===== config.mk =====
export PLATFORM = sky130hd
export DESIGN_NAME = sorted_key_table_top
export DESIGN_NICKNAME = d
export VERILOG_FILES = /design/src/rtl/skt_pkg.sv /design/src/rtl/skt_regs.sv /design/src/rtl/skt_mem.sv /design/src/rtl/skt_ctrl.sv /design/src/rtl/sorted_key_table_top.sv
export SDC_FILE = /design/constraint.sdc
export NUM_CORES = 1
export LEC_CHECK = 0
export BUFFER_PORTS_ARGS = -buffer_cell sky130_fd_sc_hd__clkbuf_2
export CAP_MARGIN = 20
export CORE_MARGIN = 10
export CORE_UTILIZATION = 45
export CTS_CLUSTER_SIZE = 40
export DETAILED_ROUTE_END_ITERATION = 10
export PLACE_DENSITY_LB_ADDON = 0.25
export SKIP_LAST_GASP = 1
export SYNTH_ARGS = -nofsm -noshare
export SYNTH_HDL_FRONTEND = slang
export SYNTH_SLANG_ARGS = --single-unit

===== constraint.sdc =====
create_clock -name clk -period 7.9 [get_ports clk]
set_input_delay 1.185 -clock clk [delete_from_list [all_inputs] [get_ports clk]]
set_output_delay 1.185 -clock clk [all_outputs]
set_load 0.01 [all_outputs]

===== src/rtl/skt_pkg.sv =====
// Shared types and constants for the sorted key table.
`default_nettype none

package skt_pkg;

	localparam int KEY_W    = 32;
	localparam int POS_W    = 4;
	localparam int CNT_W    = 5;
	localparam int CAP_W    = 5;
	localparam int FUNC_W   = 2;
	localparam int STATUS_W = 2;
	localparam int PADDR_W  = 3;
	localparam int PDATA_W  = 32;

	localparam logic [FUNC_W-1:0] FUNC_INSERT = 2'd0;
	localparam logic [FUNC_W-1:0] FUNC_PEEK   = 2'd1;
	localparam logic [FUNC_W-1:0] FUNC_REMOVE = 2'd2;

	localparam logic [STATUS_W-1:0] STAT_OK    = 2'd0;
	localparam logic [STATUS_W-1:0] STAT_RANGE = 2'd1;
	localparam logic [STATUS_W-1:0] STAT_FULL  = 2'd2;

	localparam logic REG_ORDER    = 1'b0;
	localparam logic REG_CAPACITY = 1'b1;

	localparam logic [CAP_W-1:0] CAP_RESET = 5'd16;

	typedef struct packed {
		logic [FUNC_W-1:0] func;
		logic [KEY_W-1:0]  key;
		logic [POS_W-1:0]  position;
	} skt_cmd_t;

	typedef struct packed {
		logic [KEY_W-1:0]    data;
		logic [STATUS_W-1:0] status;
		logic [CNT_W-1:0]    count;
	} skt_result_t;

	typedef struct packed {
		logic             descending;
		logic [CAP_W-1:0] capacity;
	} skt_cfg_t;

	typedef enum logic [2:0] {
		S_IDLE,
		S_INSERT,
		S_PEEK,
		S_REMOVE,
		S_DONE
	} skt_state_t;

endpackage

`default_nettype wire


===== src/rtl/skt_regs.sv =====
// APB configuration registers: sort order and capacity.
`default_nettype none

module skt_regs
	import skt_pkg::*;
(
	input  wire logic               clk,
	input  wire logic               arst_n,
	input  wire logic               psel,
	input  wire logic               penable,
	input  wire logic               pwrite,
	input  wire logic [PADDR_W-1:0] paddr,
	input  wire logic [PDATA_W-1:0] pwdata,
	output logic      [PDATA_W-1:0] prdata,
	output logic                    pready,
	output skt_cfg_t                cfg
);

	logic             descending_q;
	logic [CAP_W-1:0] capacity_q;
	logic             wr_fire;

	assign pready  = 1'b1;
	assign wr_fire = psel && penable && pwrite && pready;

	always_ff @(posedge clk or negedge arst_n) begin
		if (!arst_n) begin
			descending_q <= 1'b0;
			capacity_q   <= CAP_RESET;
		end else if (wr_fire) begin
			case (paddr[2])
				REG_ORDER:    descending_q <= pwdata[0];
				REG_CAPACITY: capacity_q   <= pwdata[CAP_W-1:0];
				default: ;
			endcase
		end
	end

	always_comb begin
		case (paddr[2])
			REG_ORDER:    prdata = {{(PDATA_W-1){1'b0}}, descending_q};
			REG_CAPACITY: prdata = {{(PDATA_W-CAP_W){1'b0}}, capacity_q};
			default:      prdata = '0;
		endcase
	end

	assign cfg.descending = descending_q;
	assign cfg.capacity   = capacity_q;

endmodule

`default_nettype wire


===== src/rtl/skt_mem.sv =====
// Key storage: one write port, one read port with registered read data.
`default_nettype none

module skt_mem
	import skt_pkg::*;
#(
	parameter int DEPTH = 16
) (
	input  wire logic                     clk,
	input  wire logic                     rd_en,
	input  wire logic [$clog2(DEPTH)-1:0] rd_addr,
	output logic      [KEY_W-1:0]         rd_data,
	input  wire logic                     wr_en,
	input  wire logic [$clog2(DEPTH)-1:0] wr_addr,
	input  wire logic [KEY_W-1:0]         wr_data
);

	logic [KEY_W-1:0] mem_q [DEPTH];
	logic [KEY_W-1:0] rd_data_q;

	always_ff @(posedge clk) begin
		if (wr_en)
			mem_q[wr_addr] <= wr_data;
		if (rd_en)
			rd_data_q <= mem_q[rd_addr];
	end

	assign rd_data = rd_data_q;

endmodule

`default_nettype wire


===== src/rtl/skt_ctrl.sv =====
// Sequencer: runs insert, peek and remove; insert walks the table through one compare unit.
`default_nettype none

module skt_ctrl
	import skt_pkg::*;
#(
	parameter int DEPTH = 16
) (
	input  wire logic                     clk,
	input  wire logic                     arst_n,
	input  wire skt_cfg_t                 cfg,
	input  wire logic                     cmd_valid,
	output logic                          cmd_stall,
	input  wire skt_cmd_t                 cmd,
	output logic                          result_valid,
	input  wire logic                     result_stall,
	output skt_result_t                   result,
	output logic                          rd_en,
	output logic      [$clog2(DEPTH)-1:0] rd_addr,
	input  wire logic [KEY_W-1:0]         rd_data,
	output logic                          wr_en,
	output logic      [$clog2(DEPTH)-1:0] wr_addr,
	output logic      [KEY_W-1:0]         wr_data
);

	localparam int AW     = $clog2(DEPTH);
	localparam int CW_MIN = $clog2(DEPTH + 1) + 1;
	localparam int CW     = (CW_MIN > CNT_W) ? CW_MIN : CNT_W;
	localparam logic [CW-1:0] DEPTH_C = CW'(DEPTH);
	localparam logic [CW-1:0] ONE_C   = CW'(1);
	localparam logic [CW-1:0] TWO_C   = CW'(2);

	skt_state_t state_q, state_d;

	logic [CW-1:0]       fill_q;
	logic [CW-1:0]       idx_q;
	logic [KEY_W-1:0]    key_q;
	logic [KEY_W-1:0]    carry_q;
	logic                found_q;
	logic [KEY_W-1:0]    res_data_q;
	logic [STATUS_W-1:0] res_status_q;
	logic                result_valid_q;
	skt_result_t         result_q;

	logic                accept;
	logic [CW-1:0]       pos_c;
	logic [CW-1:0]       cap_c;
	logic                full;
	logic                in_range;
	logic                walks;
	logic                take;
	logic                ins_end;
	logic                rem_end;
	logic                out_free;
	logic [STATUS_W-1:0] status_init;
	logic [CW-1:0]       rd_idx;
	logic [CW-1:0]       wr_idx;

	assign cmd_stall = (state_q != S_IDLE);
	assign accept    = cmd_valid && !cmd_stall;
	assign pos_c     = CW'(cmd.position);
	assign cap_c     = CW'(cfg.capacity);
	assign full      = (fill_q >= cap_c) || (fill_q >= DEPTH_C);
	assign in_range  = pos_c < fill_q;
	// shared compare: keep walking while the stored key orders strictly first
	assign walks     = cfg.descending ? (rd_data > key_q) : (rd_data < key_q);
	assign take      = found_q || !walks;
	assign ins_end   = (idx_q == fill_q);
	assign rem_end   = ((idx_q + ONE_C) == fill_q);
	assign out_free  = !result_valid_q || !result_stall;

	always_comb begin
		case (cmd.func)
			FUNC_INSERT: status_init = full ? STAT_FULL : STAT_OK;
			FUNC_PEEK:   status_init = in_range ? STAT_OK : STAT_RANGE;
			FUNC_REMOVE: status_init = in_range ? STAT_OK : STAT_RANGE;
			default:     status_init = STAT_OK;
		endcase
	end

	// next state
	always_comb begin
		state_d = state_q;
		case (state_q)
			S_IDLE: begin
				if (accept) begin
					case (cmd.func)
						FUNC_INSERT: state_d = full ? S_DONE : S_INSERT;
						FUNC_PEEK:   state_d = in_range ? S_PEEK : S_DONE;
						FUNC_REMOVE: state_d = in_range ? S_REMOVE : S_DONE;
						default:     state_d = S_DONE;
					endcase
				end
			end
			S_INSERT: if (ins_end) state_d = S_DONE;
			S_PEEK:   state_d = S_DONE;
			S_REMOVE: if (rem_end) state_d = S_DONE;
			S_DONE:   if (out_free) state_d = S_IDLE;
			default:  state_d = S_IDLE;
		endcase
	end

	// memory port control
	always_comb begin
		rd_en   = 1'b0;
		rd_idx  = '0;
		wr_en   = 1'b0;
		wr_idx  = idx_q;
		wr_data = carry_q;
		case (state_q)
			S_IDLE: begin
				if (accept) begin
					case (cmd.func)
						FUNC_INSERT: begin
							rd_en  = 1'b1;
							rd_idx = '0;
						end
						FUNC_PEEK: begin
							rd_en  = in_range;
							rd_idx = pos_c;
						end
						FUNC_REMOVE: begin
							rd_en  = (pos_c + ONE_C) < fill_q;
							rd_idx = pos_c + ONE_C;
						end
						default: ;
					endcase
				end
			end
			S_INSERT: begin
				// write the carried key, pick up the displaced one
				wr_en = ins_end || take;
				if (!ins_end) begin
					rd_en  = (idx_q + ONE_C) < fill_q;
					rd_idx = idx_q + ONE_C;
				end
			end
			S_REMOVE: begin
				if (!rem_end) begin
					wr_en   = 1'b1;
					wr_data = rd_data;
					rd_en   = (idx_q + TWO_C) < fill_q;
					rd_idx  = idx_q + TWO_C;
				end
			end
			default: ;
		endcase
	end

	assign rd_addr = rd_idx[AW-1:0];
	assign wr_addr = wr_idx[AW-1:0];

	always_ff @(posedge clk or negedge arst_n) begin
		if (!arst_n) begin
			state_q        <= S_IDLE;
			fill_q         <= '0;
			result_valid_q <= 1'b0;
		end else begin
			state_q <= state_d;
			if (state_q == S_INSERT && ins_end)
				fill_q <= fill_q + ONE_C;
			else if (state_q == S_REMOVE && rem_end)
				fill_q <= fill_q - ONE_C;
			if (state_q == S_DONE && out_free)
				result_valid_q <= 1'b1;
			else if (!result_stall)
				result_valid_q <= 1'b0;
		end
	end

	always_ff @(posedge clk) begin
		case (state_q)
			S_IDLE: begin
				if (accept) begin
					key_q        <= cmd.key;
					carry_q      <= cmd.key;
					found_q      <= 1'b0;
					res_data_q   <= '0;
					res_status_q <= status_init;
					idx_q        <= (cmd.func == FUNC_REMOVE) ? pos_c : '0;
				end
			end
			S_INSERT: begin
				if (!ins_end) begin
					if (take) begin
						carry_q <= rd_data;
						found_q <= 1'b1;
					end
					idx_q <= idx_q + ONE_C;
				end
			end
			S_PEEK: res_data_q <= rd_data;
			S_REMOVE: begin
				if (!rem_end)
					idx_q <= idx_q + ONE_C;
			end
			S_DONE: begin
				if (out_free) begin
					result_q.data   <= res_data_q;
					result_q.status <= res_status_q;
					result_q.count  <= fill_q[CNT_W-1:0];
				end
			end
			default: ;
		endcase
	end

	assign result_valid = result_valid_q;
	assign result       = result_q;

`ifndef SYNTH
	a_fill_bound: assert property (@(posedge clk) disable iff (!arst_n)
		fill_q <= DEPTH_C)
		else $error("fill exceeds table depth");

	a_write_in_use: assert property (@(posedge clk) disable iff (!arst_n)
		wr_en |-> (wr_idx <= fill_q) && (state_q == S_INSERT || state_q == S_REMOVE))
		else $error("table write outside the used range");

	a_fill_hold: assert property (@(posedge clk) disable iff (!arst_n)
		!(state_q == S_INSERT || state_q == S_REMOVE) |=> fill_q == $past(fill_q))
		else $error("fill changed outside insert or remove");

	a_peek_range: assert property (@(posedge clk) disable iff (!arst_n)
		(state_q == S_PEEK) |-> (idx_q == '0) && (fill_q != '0))
		else $error("peek walk started on an empty table");
`endif

endmodule

`default_nettype wire


===== src/rtl/sorted_key_table_top.sv =====
// Sorted key table: insert, peek and remove commands; a rejected command or no-op goes straight to the result.
// Next command is taken the cycle after the result is loaded; no new command is taken while one is in progress.
// Insert walks every stored entry once through the single compare unit and memory port pair.
// Reset clears the sequencer, fill count, output valid and config (ascending, capacity 16).
// Table contents are undefined after reset; only data read from entries below fill is ever used.
`default_nettype none

module sorted_key_table_top
	import skt_pkg::*;
#(
	parameter int DEPTH = 16
) (
	input  wire logic               clk,
	input  wire logic               arst_n,
	input  wire logic               psel,
	input  wire logic               penable,
	input  wire logic               pwrite,
	input  wire logic [PADDR_W-1:0] paddr,
	input  wire logic [PDATA_W-1:0] pwdata,
	output logic      [PDATA_W-1:0] prdata,
	output logic                    pready,
	input  wire logic               cmd_valid,
	output logic                    cmd_stall,
	input  wire skt_cmd_t           cmd,
	output logic                    result_valid,
	input  wire logic               result_stall,
	output skt_result_t             result
);

	localparam int AW = $clog2(DEPTH);

	skt_cfg_t         cfg;
	logic             rd_en;
	logic [AW-1:0]    rd_addr;
	logic [KEY_W-1:0] rd_data;
	logic             wr_en;
	logic [AW-1:0]    wr_addr;
	logic [KEY_W-1:0] wr_data;

	skt_regs u_regs (
		.clk     (clk),
		.arst_n  (arst_n),
		.psel    (psel),
		.penable (penable),
		.pwrite  (pwrite),
		.paddr   (paddr),
		.pwdata  (pwdata),
		.prdata  (prdata),
		.pready  (pready),
		.cfg     (cfg)
	);

	skt_mem #(
		.DEPTH (DEPTH)
	) u_mem (
		.clk     (clk),
		.rd_en   (rd_en),
		.rd_addr (rd_addr),
		.rd_data (rd_data),
		.wr_en   (wr_en),
		.wr_addr (wr_addr),
		.wr_data (wr_data)
	);

	skt_ctrl #(
		.DEPTH (DEPTH)
	) u_ctrl (
		.clk          (clk),
		.arst_n       (arst_n),
		.cfg          (cfg),
		.cmd_valid    (cmd_valid),
		.cmd_stall    (cmd_stall),
		.cmd          (cmd),
		.result_valid (result_valid),
		.result_stall (result_stall),
		.result       (result),
		.rd_en        (rd_en),
		.rd_addr      (rd_addr),
		.rd_data      (rd_data),
		.wr_en        (wr_en),
		.wr_addr      (wr_addr),
		.wr_data      (wr_data)
	);

endmodule

`default_nettype wire

==> PnR_summary.wiki, run 1 <==
{| class="wikitable"
! Metric !! Value
|-
| HPWL reported at the end of detailed placement || 41.6 mm
|-
| Final worst path period share || 60.7%
|-
| Primary FF master, synth || edfxtp_1
|-
| Area taken by flip-flops and latches || 21,100 um2
|-
| Global-route congestion overflow total || 0
|-
| Async set-or-reset flop fraction in the synthesized netlist || 2.27%
|-
| Number of instances in the synthesized netlist || 2,193
|-
| Number of buffers added for setup after CTS || 0
|-
| Number of distinct library cells after synthesis || 59
|-
| Count of synthesis-stage warnings from yosys || 0
|-
| Vert. Die Dim || 275 um
|-
| Tot Pwr || 11.7 mW
|-
| Crit path required time || 8250 ps
|-
| Cell area after technology mapping || 29,300 um2
|-
| Clock tree buffer depth || 3
|-
| Final net count || 2,436
|-
| Highest net fanout along the worst path || 58
|-
| Clock period minus worst slack || 4800 ps
|-
| Most used cells in the layout excluding fill and tap cells || 688 x edfxtp_1, 535 x nand2_1, 201 x a21oi_1
|-
| Simple logic cell fraction of the synthesized area || 11.1%
|-
| Clock tree sinks || 704
|-
| Die outline area || 75,700 um2
|-
| Routed wirelength normalized by instance count || 23.4 um
|-
| Final antenna diode count || 0
|-
| TritonCTS clock tree || built
|-
| Number of global-route vias before repair || 17,561
|-
| Portion of synthesized cell area occupied by the leading cell type || 70.5%
|-
| Path type of the worst min-delay path || reg -> reg
|-
| Post-Place Worst Slack || 2980 ps
|-
| Achievable clock frequency || 208 MHz
|-
| Cts repair resizes || 0
|-
| Pin count of the biggest net entering global routing || 188
|-
| Commonest non-fill, non-tap cell in the layout || edfxtp_1
|-
| Dominant combinational cell family by area after synthesis || simple AND/OR/NAND/NOR gates
|-
| # H-tree levels || 3
|-
| Via count || 18,214
|-
| Syn avg cell area || 13.4 um2
|-
| Wire length of the first global-routing pass || 111 mm
|-
| Floorplan die width || 275 um
|-
| Number of buffers inserted for hold repair after clock tree synthesis || 0
|-
| Total CTS buffers || 71
|-
| Max capacitance violation total || 0
|-
| Post-Route Skew || 26.5 ps
|-
| Port Buf Inserts || 96
|-
| Initial standard-cell utilization of the core || 45.4%
|-
| Placeable core region || 64,500 um2
|-
| Clock Root Buffer || clkbuf_16
|-
| Non-Filler Instances || 3,195
|-
| Final Hold Violating Endpoints || 0
|-
| Arrival time of the worst setup path || 5150 ps
|-
| Iteration count of the initial detailed-routing pass || 6
|-
| Worst setup SP type || flop
|-
| Synthesis-stage register bit count || 704
|-
| Dominant cell type by area after synthesis || edfxtp_1
|-
| Leak pwr || 12.2 nW
|-
| Worst Path Class, Setup || reg -> reg
|-
| RD Place Congestion || 0.839
|-
| Main area contributors after synthesis || edfxtp_1 71%, nand2_1 6.9%, a21oi_1 3.5%, ha_1 3.0%, a22oi_1 2.8%
|-
| Total I/O pin count || 154
|-
| Post-synth EDFFs || 688
|-
| Final count of negative-setup-slack endpoints || 0
|-
| FP Rows || 93
|-
| Clock latency at the later pin of the worst-skew pair || 620 ps
|-
| Final design instance area without fill || 33,100 um2
|-
| Synth Area in XOR/XNOR || 0.538%
|-
| Run status || completed
|-
| Power Dens Cells || 354 nW/um2
|-
| Fin Hold WS || 418 ps
|-
| Actual slew at the worst max-slew pin || 1030 ps
|-
| Kind of end point of the critical path || flop
|-
| Antenna violations before repair || 0
|-
| Area Overhead vs Synth || 13.1%
|-
| Share of the yosys chip area belonging to registers || 71.9%
|-
| All-layer global routing usage || 19.5%
|-
| Total of fill cells in the finished design || 5,334
|-
| Layout Utilization || 51.4%
|-
| Remaining antenna violation count after routing || 0
|-
| Compound-Gate Fraction of Synth Area || 8.78%
|-
| Instance count after placement with tap cells included || 3,065
|-
| Number of violations reported at the end of detailed-routing iteration 0 || 2,273
|-
| Clk slew on worst S/H paths || 70 ps
|-
| Final setup margin || 3100 ps
|-
| Routed Wire Length || 74.9 mm
|-
| Detailed-route DRC error count || 0
|-
| Final Max Tran Viols || 0
|-
| RSZ-0062 raised after global routing || no
|-
| Max_slew headroom || 30.8%
|-
| Setup TNS Final || 0 ps
|-
| Placement-stage cell area || 30,800 um2
|-
| Area share of fa/ha/maj cells after synthesis || 3.06%
|-
| Share of cell area taken by muxes after synthesis || 1.20%
|-
| Vias per inst || 5.70
|-
| Area of combinational cells with multiple inputs || 7570 um2
|-
| Fraction of final layout cells with drive strength greater than 1 || 12.7%
|-
| Maximum VDD drop || 0.232 mV
|}
## layer usage
layer  track usage (%)  vias up  wire length, um
met4              6.69        0             1760
met2              30.8      797            35100
met3              4.03      117             6930
met1              26.6     9129            31100
li1                  -     8171                -
met5                 0        -                0
## critical path: stages (launching register included)
cell      delay [ps]
edfxtp_1         510
ha_1             310
nand2_1           90
xnor2_1          390
ha_1             210
nand4_1          190
o21bai_4         190
nor2_1           100
a211o_4          480
buf_4            460
nor2_1           890
buf_4            380
nand3_1          110
nand4_1          120
nand2_1           60
## registers in the layout (all words and copies together), names as in the netlist
signal and count:
u_ctrl.idx_q 6, u_ctrl.carry_q 32, u_ctrl.key_q 32, u_ctrl.fill_q 6, u_regs.capacity_q 5, u_ctrl.result_valid 1
u_regs.descending_q 1, u_ctrl.state_q 3, u_mem.mem_q 512, u_ctrl.result 39, u_ctrl.res_data_q 32, u_mem.rd_data 32
u_ctrl.found_q 1, u_ctrl.res_status_q 2
## path summary, 6_finish.rpt
path	startpoint	end	slack, ps	cells after the start
min in group asynchronous	arst_n	u_ctrl.state_q[1]$_DFFE_PN0P_	500	1
worst max register to register	u_ctrl.idx_q[2]$_DFFE_PP_	u_mem.rd_data[24]$_DFFE_PP_	3100	14
worst max-delay path	u_ctrl.idx_q[2]$_DFFE_PP_	u_mem.rd_data[24]$_DFFE_PP_	3100	14
max in group asynchronous	arst_n	u_regs.capacity_q[4]$_DFFE_PN1P_	7060	1
worst min-delay path	u_ctrl.res_data_q[20]$_SDFFCE_PN0P_	u_ctrl.result[27]$_DFFE_PP_	420	0
worst min register to register	u_ctrl.res_data_q[20]$_SDFFCE_PN0P_	u_ctrl.result[27]$_DFFE_PP_	420	0
## cell usage after synthesis, drive strengths merged, types with 2 or more instances
cell,instances
nand2b,8
nor3,5
and2,40
dfrtp,15
a221oi,2
o311ai,2
nand3,67
mux2i,25
nand3b,3
clkbuf,62
conb,2
buf,84
xor2,9
edfxtp,688
o41ai,2
o211ai,13
nor2,40
ha,70
nor4,4
nand2,535
o21bai,3
nand4,30
nor2b,17
a22oi,110
xnor2,9
a21o,10
inv,55
mux2,9
a211oi,2
nor3b,2
a32oi,22
or3,3
a21oi,204
o21ai,17
a22o,11
## cell families after synthesis
| kind of cell | Yosys count |
|---|---|
| AO/OA/AOI/OAI | 404 |
| XOR/XNOR | 18 |
| adder cells (fa/ha/maj) | 71 |
| buffers and inverters | 201 |
| flip-flops | 704 |
| multiplexers | 34 |
| other | 2 |
| AND/OR/NAND/NOR | 759 |
## where the power goes
part	internal (mW)	total [mW]	switching, mW
registers	5.06	5.36	0.309
logic	0.871	3.00	2.13
clock network	1.93	3.35	1.42
## layout make-up
type	instances	share of cell area, %
repair buffers	139	2.72
multi-input cells	1314	22.9
clock buffers	79	5.58
inverters	55	0.623
well taps	855	3.23
flip-flops and latches	704	63.6
clock inverters	49	1.40
No activity file was read; power rests on OpenSTA's default activity.
==> run 2, diff against run 1 <==
==> constraint.sdc (replaced) <==
create_clock -name clk -period 3.9 [get_ports clk]
set_input_delay 0.585 -clock clk [delete_from_list [all_inputs] [get_ports clk]]
set_output_delay 0.585 -clock clk [all_outputs]
set_load 0.01 [all_outputs]
==> run 2 against run 1 <==
Effect of this change: final cell count rose by 2.3%; clock skew fell by 7.1 ps; highest routed layer unchanged; largest power group unchanged; register-to-register slack got worse by 2900 ps; critical path type unchanged.
==> PnR_summary.wiki, run 2 (synthesis results as in run 1) <==
{| class="wikitable"
! Metric !! Value
|-
| Clock tree sinks || 704 (unchanged)
|-
| Remaining antenna violation count after routing || 0 (unchanged)
|-
| Post-Place Worst Slack || 164 ps (-2820 ps)
|-
| Area of combinational cells with multiple inputs || 7590 um2 (+0.21%)
|-
| Instance count after placement with tap cells included || 3,139 (+2.4%)
|-
| Most used cells in the layout excluding fill and tap cells || 688 x edfxtp_1, 535 x nand2_1, 201 x a21oi_1
|-
| Port Buf Inserts || 96 (unchanged)
|-
| Leak pwr || 12.7 nW (+3.3%)
|-
| Achievable clock frequency || 269 MHz (+29%)
|-
| # H-tree levels || 3 (unchanged)
|-
| Wire length of the first global-routing pass || 110 mm (-0.34%)
|-
| RD Place Congestion || 0.858 (+2.2%)
|-
| Non-Filler Instances || 3,267 (+2.3%)
|-
| Routed wirelength normalized by instance count || 22.7 um (-3.2%)
|-
| Die outline area || 75,700 um2 (unchanged)
|-
| Placeable core region || 64,500 um2 (unchanged)
|-
| HPWL reported at the end of detailed placement || 44.6 mm (+7.2%)
|-
| Max capacitance violation total || 0 (unchanged)
|-
| Worst Path Class, Setup || reg -> reg
|-
| Clock period minus worst slack || 3720 ps (-1080 ps)
|-
| Number of violations reported at the end of detailed-routing iteration 0 || 1,965 (-14%)
|-
| Max FFs per register || 512 (unchanged)
|-
| Run status || completed
|-
| NetSw || 7.87 mW (+100%)
|-
| Arrival time of the worst setup path || 4160 ps (-990 ps)
|-
| Final Max Tran Viols || 0 (unchanged)
|-
| Launch instance of the worst min-delay path || cmd[32]
|-
| Routed Wire Length || 74.1 mm (-1.0%)
|-
| Total of fill cells in the finished design || 5,313 (-0.39%)
|-
| Global-route congestion overflow total || 0 (unchanged)
|-
| Total CTS buffers || 72 (+1.4%)
|-
| All-layer global routing usage || 19.3% (-0.19 points)
|-
| Max_slew headroom || 24.6% (-6.2 points)
|-
| Startpoint of the worst register-to-register path || u_ctrl.idx_q[1]$_DFFE_PP_
|-
| Tot Pwr || 24.1 mW (+110%)
|-
| Final count of negative-setup-slack endpoints || 0 (unchanged)
|-
| Total I/O pin count || 154 (unchanged)
|-
| Power Dens Cells || 710 nW/um2 (+100%)
|-
| Vert. Die Dim || 275 um (unchanged)
|-
| Worst setup SP type || flop
|-
| Actual slew at the worst max-slew pin || 1130 ps (+94.0 ps)
|-
| Largest Register || u_mem.mem_q
|-
| Initial standard-cell utilization of the core || 45.4% (unchanged)
|-
| Final antenna diode count || 0 (unchanged)
|-
| Clock tree buffer depth || 3 (unchanged)
|-
| Internal || 16.2 mW (+110%)
|-
| Final setup margin || 182 ps (-2920 ps)
|-
| Antenna violations before repair || 0 (unchanged)
|-
| Setup TNS Final || 0 ps (unchanged)
|-
| Highest net fanout along the worst path || 12 (-79%)
|-
| Iteration count of the initial detailed-routing pass || 5 (-1)
|-
| Fraction of power consumed by the clock network || 27.8% (-0.8 points)
|-
| Final net count || 2,510 (+3.0%)
|-
| Maximum VDD drop || 0.376 mV (+62%)
|-
| FP Rows || 93 (unchanged)
|-
| Area Overhead vs Synth || 15.9%
|-
| RSZ-0062 raised after global routing || no
|-
| Area taken by flip-flops and latches || 21,100 um2 (unchanged)
|-
| Kind of end point of the critical path || flop
|-
| Final Hold Violating Endpoints || 0 (unchanged)
|-
| Logic gate share of total power || 27.5% (+1.9 points)
|-
| Clock latency at the later pin of the worst-skew pair || 620 ps (about the same)
|-
| Switching part of the total || 32.6% (-0.31 points)
|-
| Crit path required time || 4350 ps (-3900 ps)
|-
| Pin count of the biggest net entering global routing || 68 (-64%)
|-
| Clock Root Buffer || clkbuf_16
|-
| Crit path launch || u_ctrl.idx_q[1]$_DFFE_PP_
|-
| Sequential group share of total power || 44.7% (-1.1 points)
|-
| Floorplan die width || 275 um (unchanged)
|-
| TritonCTS clock tree || built
|-
| Detailed-route DRC error count || 0 (unchanged)
|-
| Path type of the worst min-delay path || in -> reg
|-
| Vias per inst || 5.61 (-1.6%)
|-
| Final worst path period share || 95.3% (+35 points)
|-
| Fin Hold WS || 186 ps (-231 ps)
|-
| Number of buffers added for setup after CTS || 0 (unchanged)
|-
| Commonest non-fill, non-tap cell in the layout || edfxtp_1
|-
| Number of global-route vias before repair || 17,831 (+1.5%)
|-
| Post-Route Skew || 19.5 ps (-7.06 ps)
|-
| Clk slew on worst S/H paths || 60 ps (about the same)
|-
| Via count || 18,333 (+0.65%)
|-
| Fraction of final layout cells with drive strength greater than 1 || 14.8% (+2.1 points)
|}
==> run 2: timing repair <==
item / in CTS / in global routing
endpoints found under the hold margin: 15 / 0
resized for setup: 0 / 2
endpoints found under the setup margin: 0 / 16
hold buffers: 1 / 0
==> run 2: path summary, 6_finish.rpt <==
path	to	slack (ps)	cells after the start
max in group asynchronous	u_regs.capacity_q[4]$_DFFE_PN1P_	3120	2
hold / removal	u_ctrl.key_q[28]$_DFFE_PP_	190	1
setup / recovery	u_mem.rd_data[11]$_DFFE_PP_	180	14
hold reg to reg	u_ctrl.result[5]$_DFFE_PP_	420	0
setup reg to reg	u_mem.rd_data[11]$_DFFE_PP_	180	14
min in group asynchronous	u_ctrl.state_q[0]$_DFFE_PN0P_	450	2
==> run 2: critical path, cell delays in order, from the launching register on <==
cell	delay, ps
edfxtp_1	420
ha_1	260
nand4_1	140
xnor2_1	170
ha_1	300
nand4_1	160
or2_1	290
nor2b_2	180
buf_4	150
a221oi_4	520
buf_4	270
nor2b_1	260
buf_12	200
a22oi_1	90
o211ai_1	130
==> run 2: per-layer routing <==
metal	up-vias	GRT usage (%)	part of all wire, %
met2	812	29.7	45
met3	124	3.84	9.3
met5	-	0	0
met1	9053	27.1	43
met4	0	6.70	2.5
li1	8344	-	-
==> run 2: area by class of cell <==
type / count / share of cell area, %
Timing Repair Buffer: 212 / 5.18
Tap cell: 855 / 3.15
Clock buffer: 90 / 5.57
Clock inverter: 37 / 1.10
Multi-Input combinational cell: 1314 / 22.4
Inverter: 55 / 0.608
Sequential cell: 704 / 62.0
==> run 2: metrics by stage <==
stage | cell area (um2) | util [%]
finish | 34000 | 52.7
global route | 34000 | 52.7
CTS | 33900 | 52.7
detailed placement | 31700 | 49.1
global placement | 31700 | 49.1
floorplan | 29400 | -
==> run 2: power by group through the flow <==
stage                     clock network (mW)  logic [mW]  registers, mW
after floorplan                            0        4.01           10.7
final                                   6.69        6.63           10.8
after detailed placement                   0        6.60           10.9
after CTS                               6.79        6.63           10.8
after global routing                    7.08        7.31           10.9
after global placement                     0        6.43           10.9
==> run 3, diff against run 2 <==
--- a/config.mk
+++ b/config.mk
@@ -11,7 +11,6 @@
 export CORE_UTILIZATION = 45
 export CTS_CLUSTER_SIZE = 40
 export DETAILED_ROUTE_END_ITERATION = 10
-export PLACE_DENSITY_LB_ADDON = 0.25
 export SKIP_LAST_GASP = 1
 export SYNTH_ARGS = -nofsm -noshare
 export SYNTH_HDL_FRONTEND = slang
==> constraint.sdc (replaced) <==
create_clock -name clk -period 4.1 [get_ports clk]
set_input_delay 0.615 -clock clk [delete_from_list [all_inputs] [get_ports clk]]
set_output_delay 0.615 -clock clk [all_outputs]
set_load 0.01 [all_outputs]
==> run 3 against run 2 <==
Effect of this change: critical path depth shrank 1; critical endpoint is now u_mem.rd_data[7]$_DFFE_PP_; die area unchanged; via count shrank 0.45%; final area fell by 0.64%; wire length grew 0.16%; sequential power shrank 5%; combinational power is 6.5% lower; worst hold slack improved by 17 ps; clock-buffer cell count fell by 2; highest routed layer unchanged; power decreased by 5.4%; first-iteration DRC count decreased by 5.6%.
==> PnR_summary.wiki, run 3 (synthesis results as in run 1) <==
{| class="wikitable"
! Metric !! Value
|-
| Run status || completed
|-
| Routed wirelength normalized by instance count || 22.9 um (+0.81%)
|-
| Maximum VDD drop || 0.322 mV (-15%)
|-
| Initial standard-cell utilization of the core || 45.4% (unchanged)
|-
| Placeable core region || 64,500 um2 (unchanged)
|-
| Largest Register || u_mem.mem_q
|-
| Max FFs per register || 512 (unchanged)
|-
| Clock tree sinks || 704 (unchanged)
|-
| Die outline area || 75,700 um2 (unchanged)
|-
| Detailed-route DRC error count || 0 (unchanged)
|-
| Pin count of the biggest net entering global routing || 74 (+8.8%)
|-
| Tot Pwr || 22.8 mW (-5.4%)
|-
| RD Place Congestion || 0.845 (-1.5%)
|-
| Clk slew on worst S/H paths || 60 ps (about the same)
|-
| Remaining antenna violation count after routing || 0 (unchanged)
|-
| Clock period minus worst slack || 3860 ps (+142 ps)
|-
| Actual slew at the worst max-slew pin || 733 ps (-396 ps)
|-
| Kind of end point of the critical path || flop
|-
| Fraction of power consumed by the clock network || 27.8% (about the same)
|-
| Crit path launch || u_ctrl.idx_q[1]$_DFFE_PP_
|-
| Switching part of the total || 33.0% (+0.35 points)
|-
| All-layer global routing usage || 19.2% (-0.071 points)
|-
| FP Rows || 93 (unchanged)
|-
| Leak pwr || 12.5 nW (-1.0%)
|-
| Iteration count of the initial detailed-routing pass || 5 (unchanged)
|-
| Startpoint of the worst register-to-register path || u_ctrl.idx_q[1]$_DFFE_PP_
|-
| Port Buf Inserts || 96 (unchanged)
|-
| Arrival time of the worst setup path || 4220 ps (+60 ps)
|-
| Number of violations reported at the end of detailed-routing iteration 0 || 1,854 (-5.6%)
|-
| Sequential group share of total power || 45.0% (+0.3 points)
|-
| Routed Wire Length || 74.2 mm (+0.16%)
|-
| Wire length of the first global-routing pass || 110 mm (-0.48%)
|-
| Final count of negative-setup-slack endpoints || 0 (unchanged)
|-
| Path type of the worst min-delay path || in -> reg
|-
| Final Max Tran Viols || 0 (unchanged)
|-
| Max_slew headroom || 50.1% (+26 points)
|-
| Commonest non-fill, non-tap cell in the layout || edfxtp_1
|-
| Total CTS buffers || 73 (+1.4%)
|-
| Max capacitance violation total || 0 (unchanged)
|-
| Most used cells in the layout excluding fill and tap cells || 688 x edfxtp_1, 535 x nand2_1, 201 x a21oi_1
|-
| Final worst path period share || 94.1% (-1.2 points)
|-
| Highest net fanout along the worst path || 25 (+13)
|-
| Antenna violations before repair || 0 (unchanged)
|-
| Final Hold Violating Endpoints || 0 (unchanged)
|-
| HPWL reported at the end of detailed placement || 44.0 mm (-1.5%)
|-
| # H-tree levels || 3 (unchanged)
|-
| Achievable clock frequency || 259 MHz (-3.7%)
|-
| Setup TNS Final || 0 ps (unchanged)
|-
| TritonCTS clock tree || built
|-
| Worst Path Class, Setup || reg -> reg
|-
| Global-route congestion overflow total || 0 (unchanged)
|-
| Logic gate share of total power || 27.2% (-0.3 points)
|-
| Layout Utilization || 52.3% (-0.34 points)
|-
| Final design instance area without fill || 33,700 um2 (-0.64%)
|-
| Fin Hold WS || 203 ps (+16.7 ps)
|-
| Number of global-route vias before repair || 17,698 (-0.75%)
|-
| Clock tree buffer depth || 3 (unchanged)
|-
| RSZ-0062 raised after global routing || no
|-
| Fraction of final layout cells with drive strength greater than 1 || 13.8% (-0.96 points)
|-
| Launch instance of the worst min-delay path || cmd[17]
|-
| Total I/O pin count || 154 (unchanged)
|-
| Vert. Die Dim || 275 um (unchanged)
|-
| Power Dens Cells || 676 nW/um2 (-4.8%)
|-
| Post-Route Skew || 20.4 ps (+0.950 ps)
|-
| Final antenna diode count || 0 (unchanged)
|-
| Floorplan die width || 275 um (unchanged)
|-
| Clock latency at the later pin of the worst-skew pair || 620 ps (about the same)
|-
| Internal || 15.3 mW (-5.9%)
|-
| Area Overhead vs Synth || 15.2%
|-
| Worst setup SP type || flop
|-
| NetSw || 7.52 mW (-4.4%)
|-
| Placement-stage cell area || 31,400 um2 (-0.70%)
|-
| Via count || 18,250 (-0.45%)
|-
| Clock Root Buffer || clkbuf_16
|-
| Vias per inst || 5.62 (+0.19%)
|-
| Final net count || 2,484 (-1.0%)
|-
| Crit path required time || 4460 ps (+110 ps)
|}
==> run 3: changes by cell type in the layout (fill, tap and decap cells not counted), moves of 2 or more <==
cell and change:
buf_4 -25, inv_16 -2, clkinv_1 +6, clkinv_2 +3, clkbuf_1 -2
==> run 3: path summary, 6_finish.rpt <==
| check | end | slack (ps) | depth (start not counted) |
|---|---|---|---|
| setup / recovery | u_mem.rd_data[7]$_DFFE_PP_ | 240 | 13 |
| hold / removal | u_ctrl.key_q[13]$_DFFE_PP_ | 200 | 1 |
| setup reg to reg | u_mem.rd_data[7]$_DFFE_PP_ | 240 | 13 |
| hold reg to reg | u_ctrl.result[22]$_DFFE_PP_ | 420 | 0 |
| max in group asynchronous | u_regs.capacity_q[4]$_DFFE_PN1P_ | 3280 | 2 |
| min in group asynchronous | u_ctrl.fill_q[4]$_DFFE_PN0P_ | 480 | 2 |
==> run 3: worst max-delay path, stage by stage, from the launching register on <==
cell and delay (ps):
edfxtp_1 450, ha_1 300, nand2_1 150, xnor2_1 170, ha_1 310, nand4_1 220, or2_1 330, nor2b_2 220
a221oi_4 510, buf_4 250, nor2_4 60, buf_12 190, a22oi_1 280, o211ai_1 130
==> run 3: per-layer routing <==
layer / global-route usage (%) / share of wire (%) / vias up
met1: 27.0 / 43 / 9085
met2: 30.1 / 46 / 762
met3: 3.23 / 8.4 / 120
met5: 0 / 0 / -
met4: 6.64 / 2.4 / 0
li1: - / - / 8283
==> run 3: area by class of cell <==
type / count / area (um2)
repair buffers: 185 / 1540
flip-flops and latches: 704 / 21100
well taps: 855 / 1070
clock buffers: 88 / 1880
inverters: 55 / 206
fillers: 5352 / 30700
multi-input cells: 1314 / 7590
clock inverters: 45 / 385
==> run 3: power by group through the flow <==
stage / logic (mW) / registers [mW] / clock network (mW)
6_report: 6.20 / 10.3 / 6.34
5_1_grt: 6.82 / 10.3 / 6.74
4_1_cts: 6.18 / 10.3 / 6.44
3_5_place_dp: 6.14 / 10.4 / 0
3_3_place_gp: 6.00 / 10.4 / 0
2_1_floorplan: 3.81 / 10.2 / 0
==> run 3: repair_timing <==
item | CTS | global route
setup endpoints to repair | 0 | 14
hold buffers | 1 | 0
buffers inserted | 0 | 1
endpoints found under the hold margin | 15 | 0
resized for setup | 0 | 0
==> run 3: stage by stage <==
stage	instances	setup WS, ps
6_report	3246	240
5_1_grt	3246	25.5
4_1_cts	3245	158
3_5_place_dp	3111	180
3_3_place_gp	3111	230
2_1_floorplan	2219	117
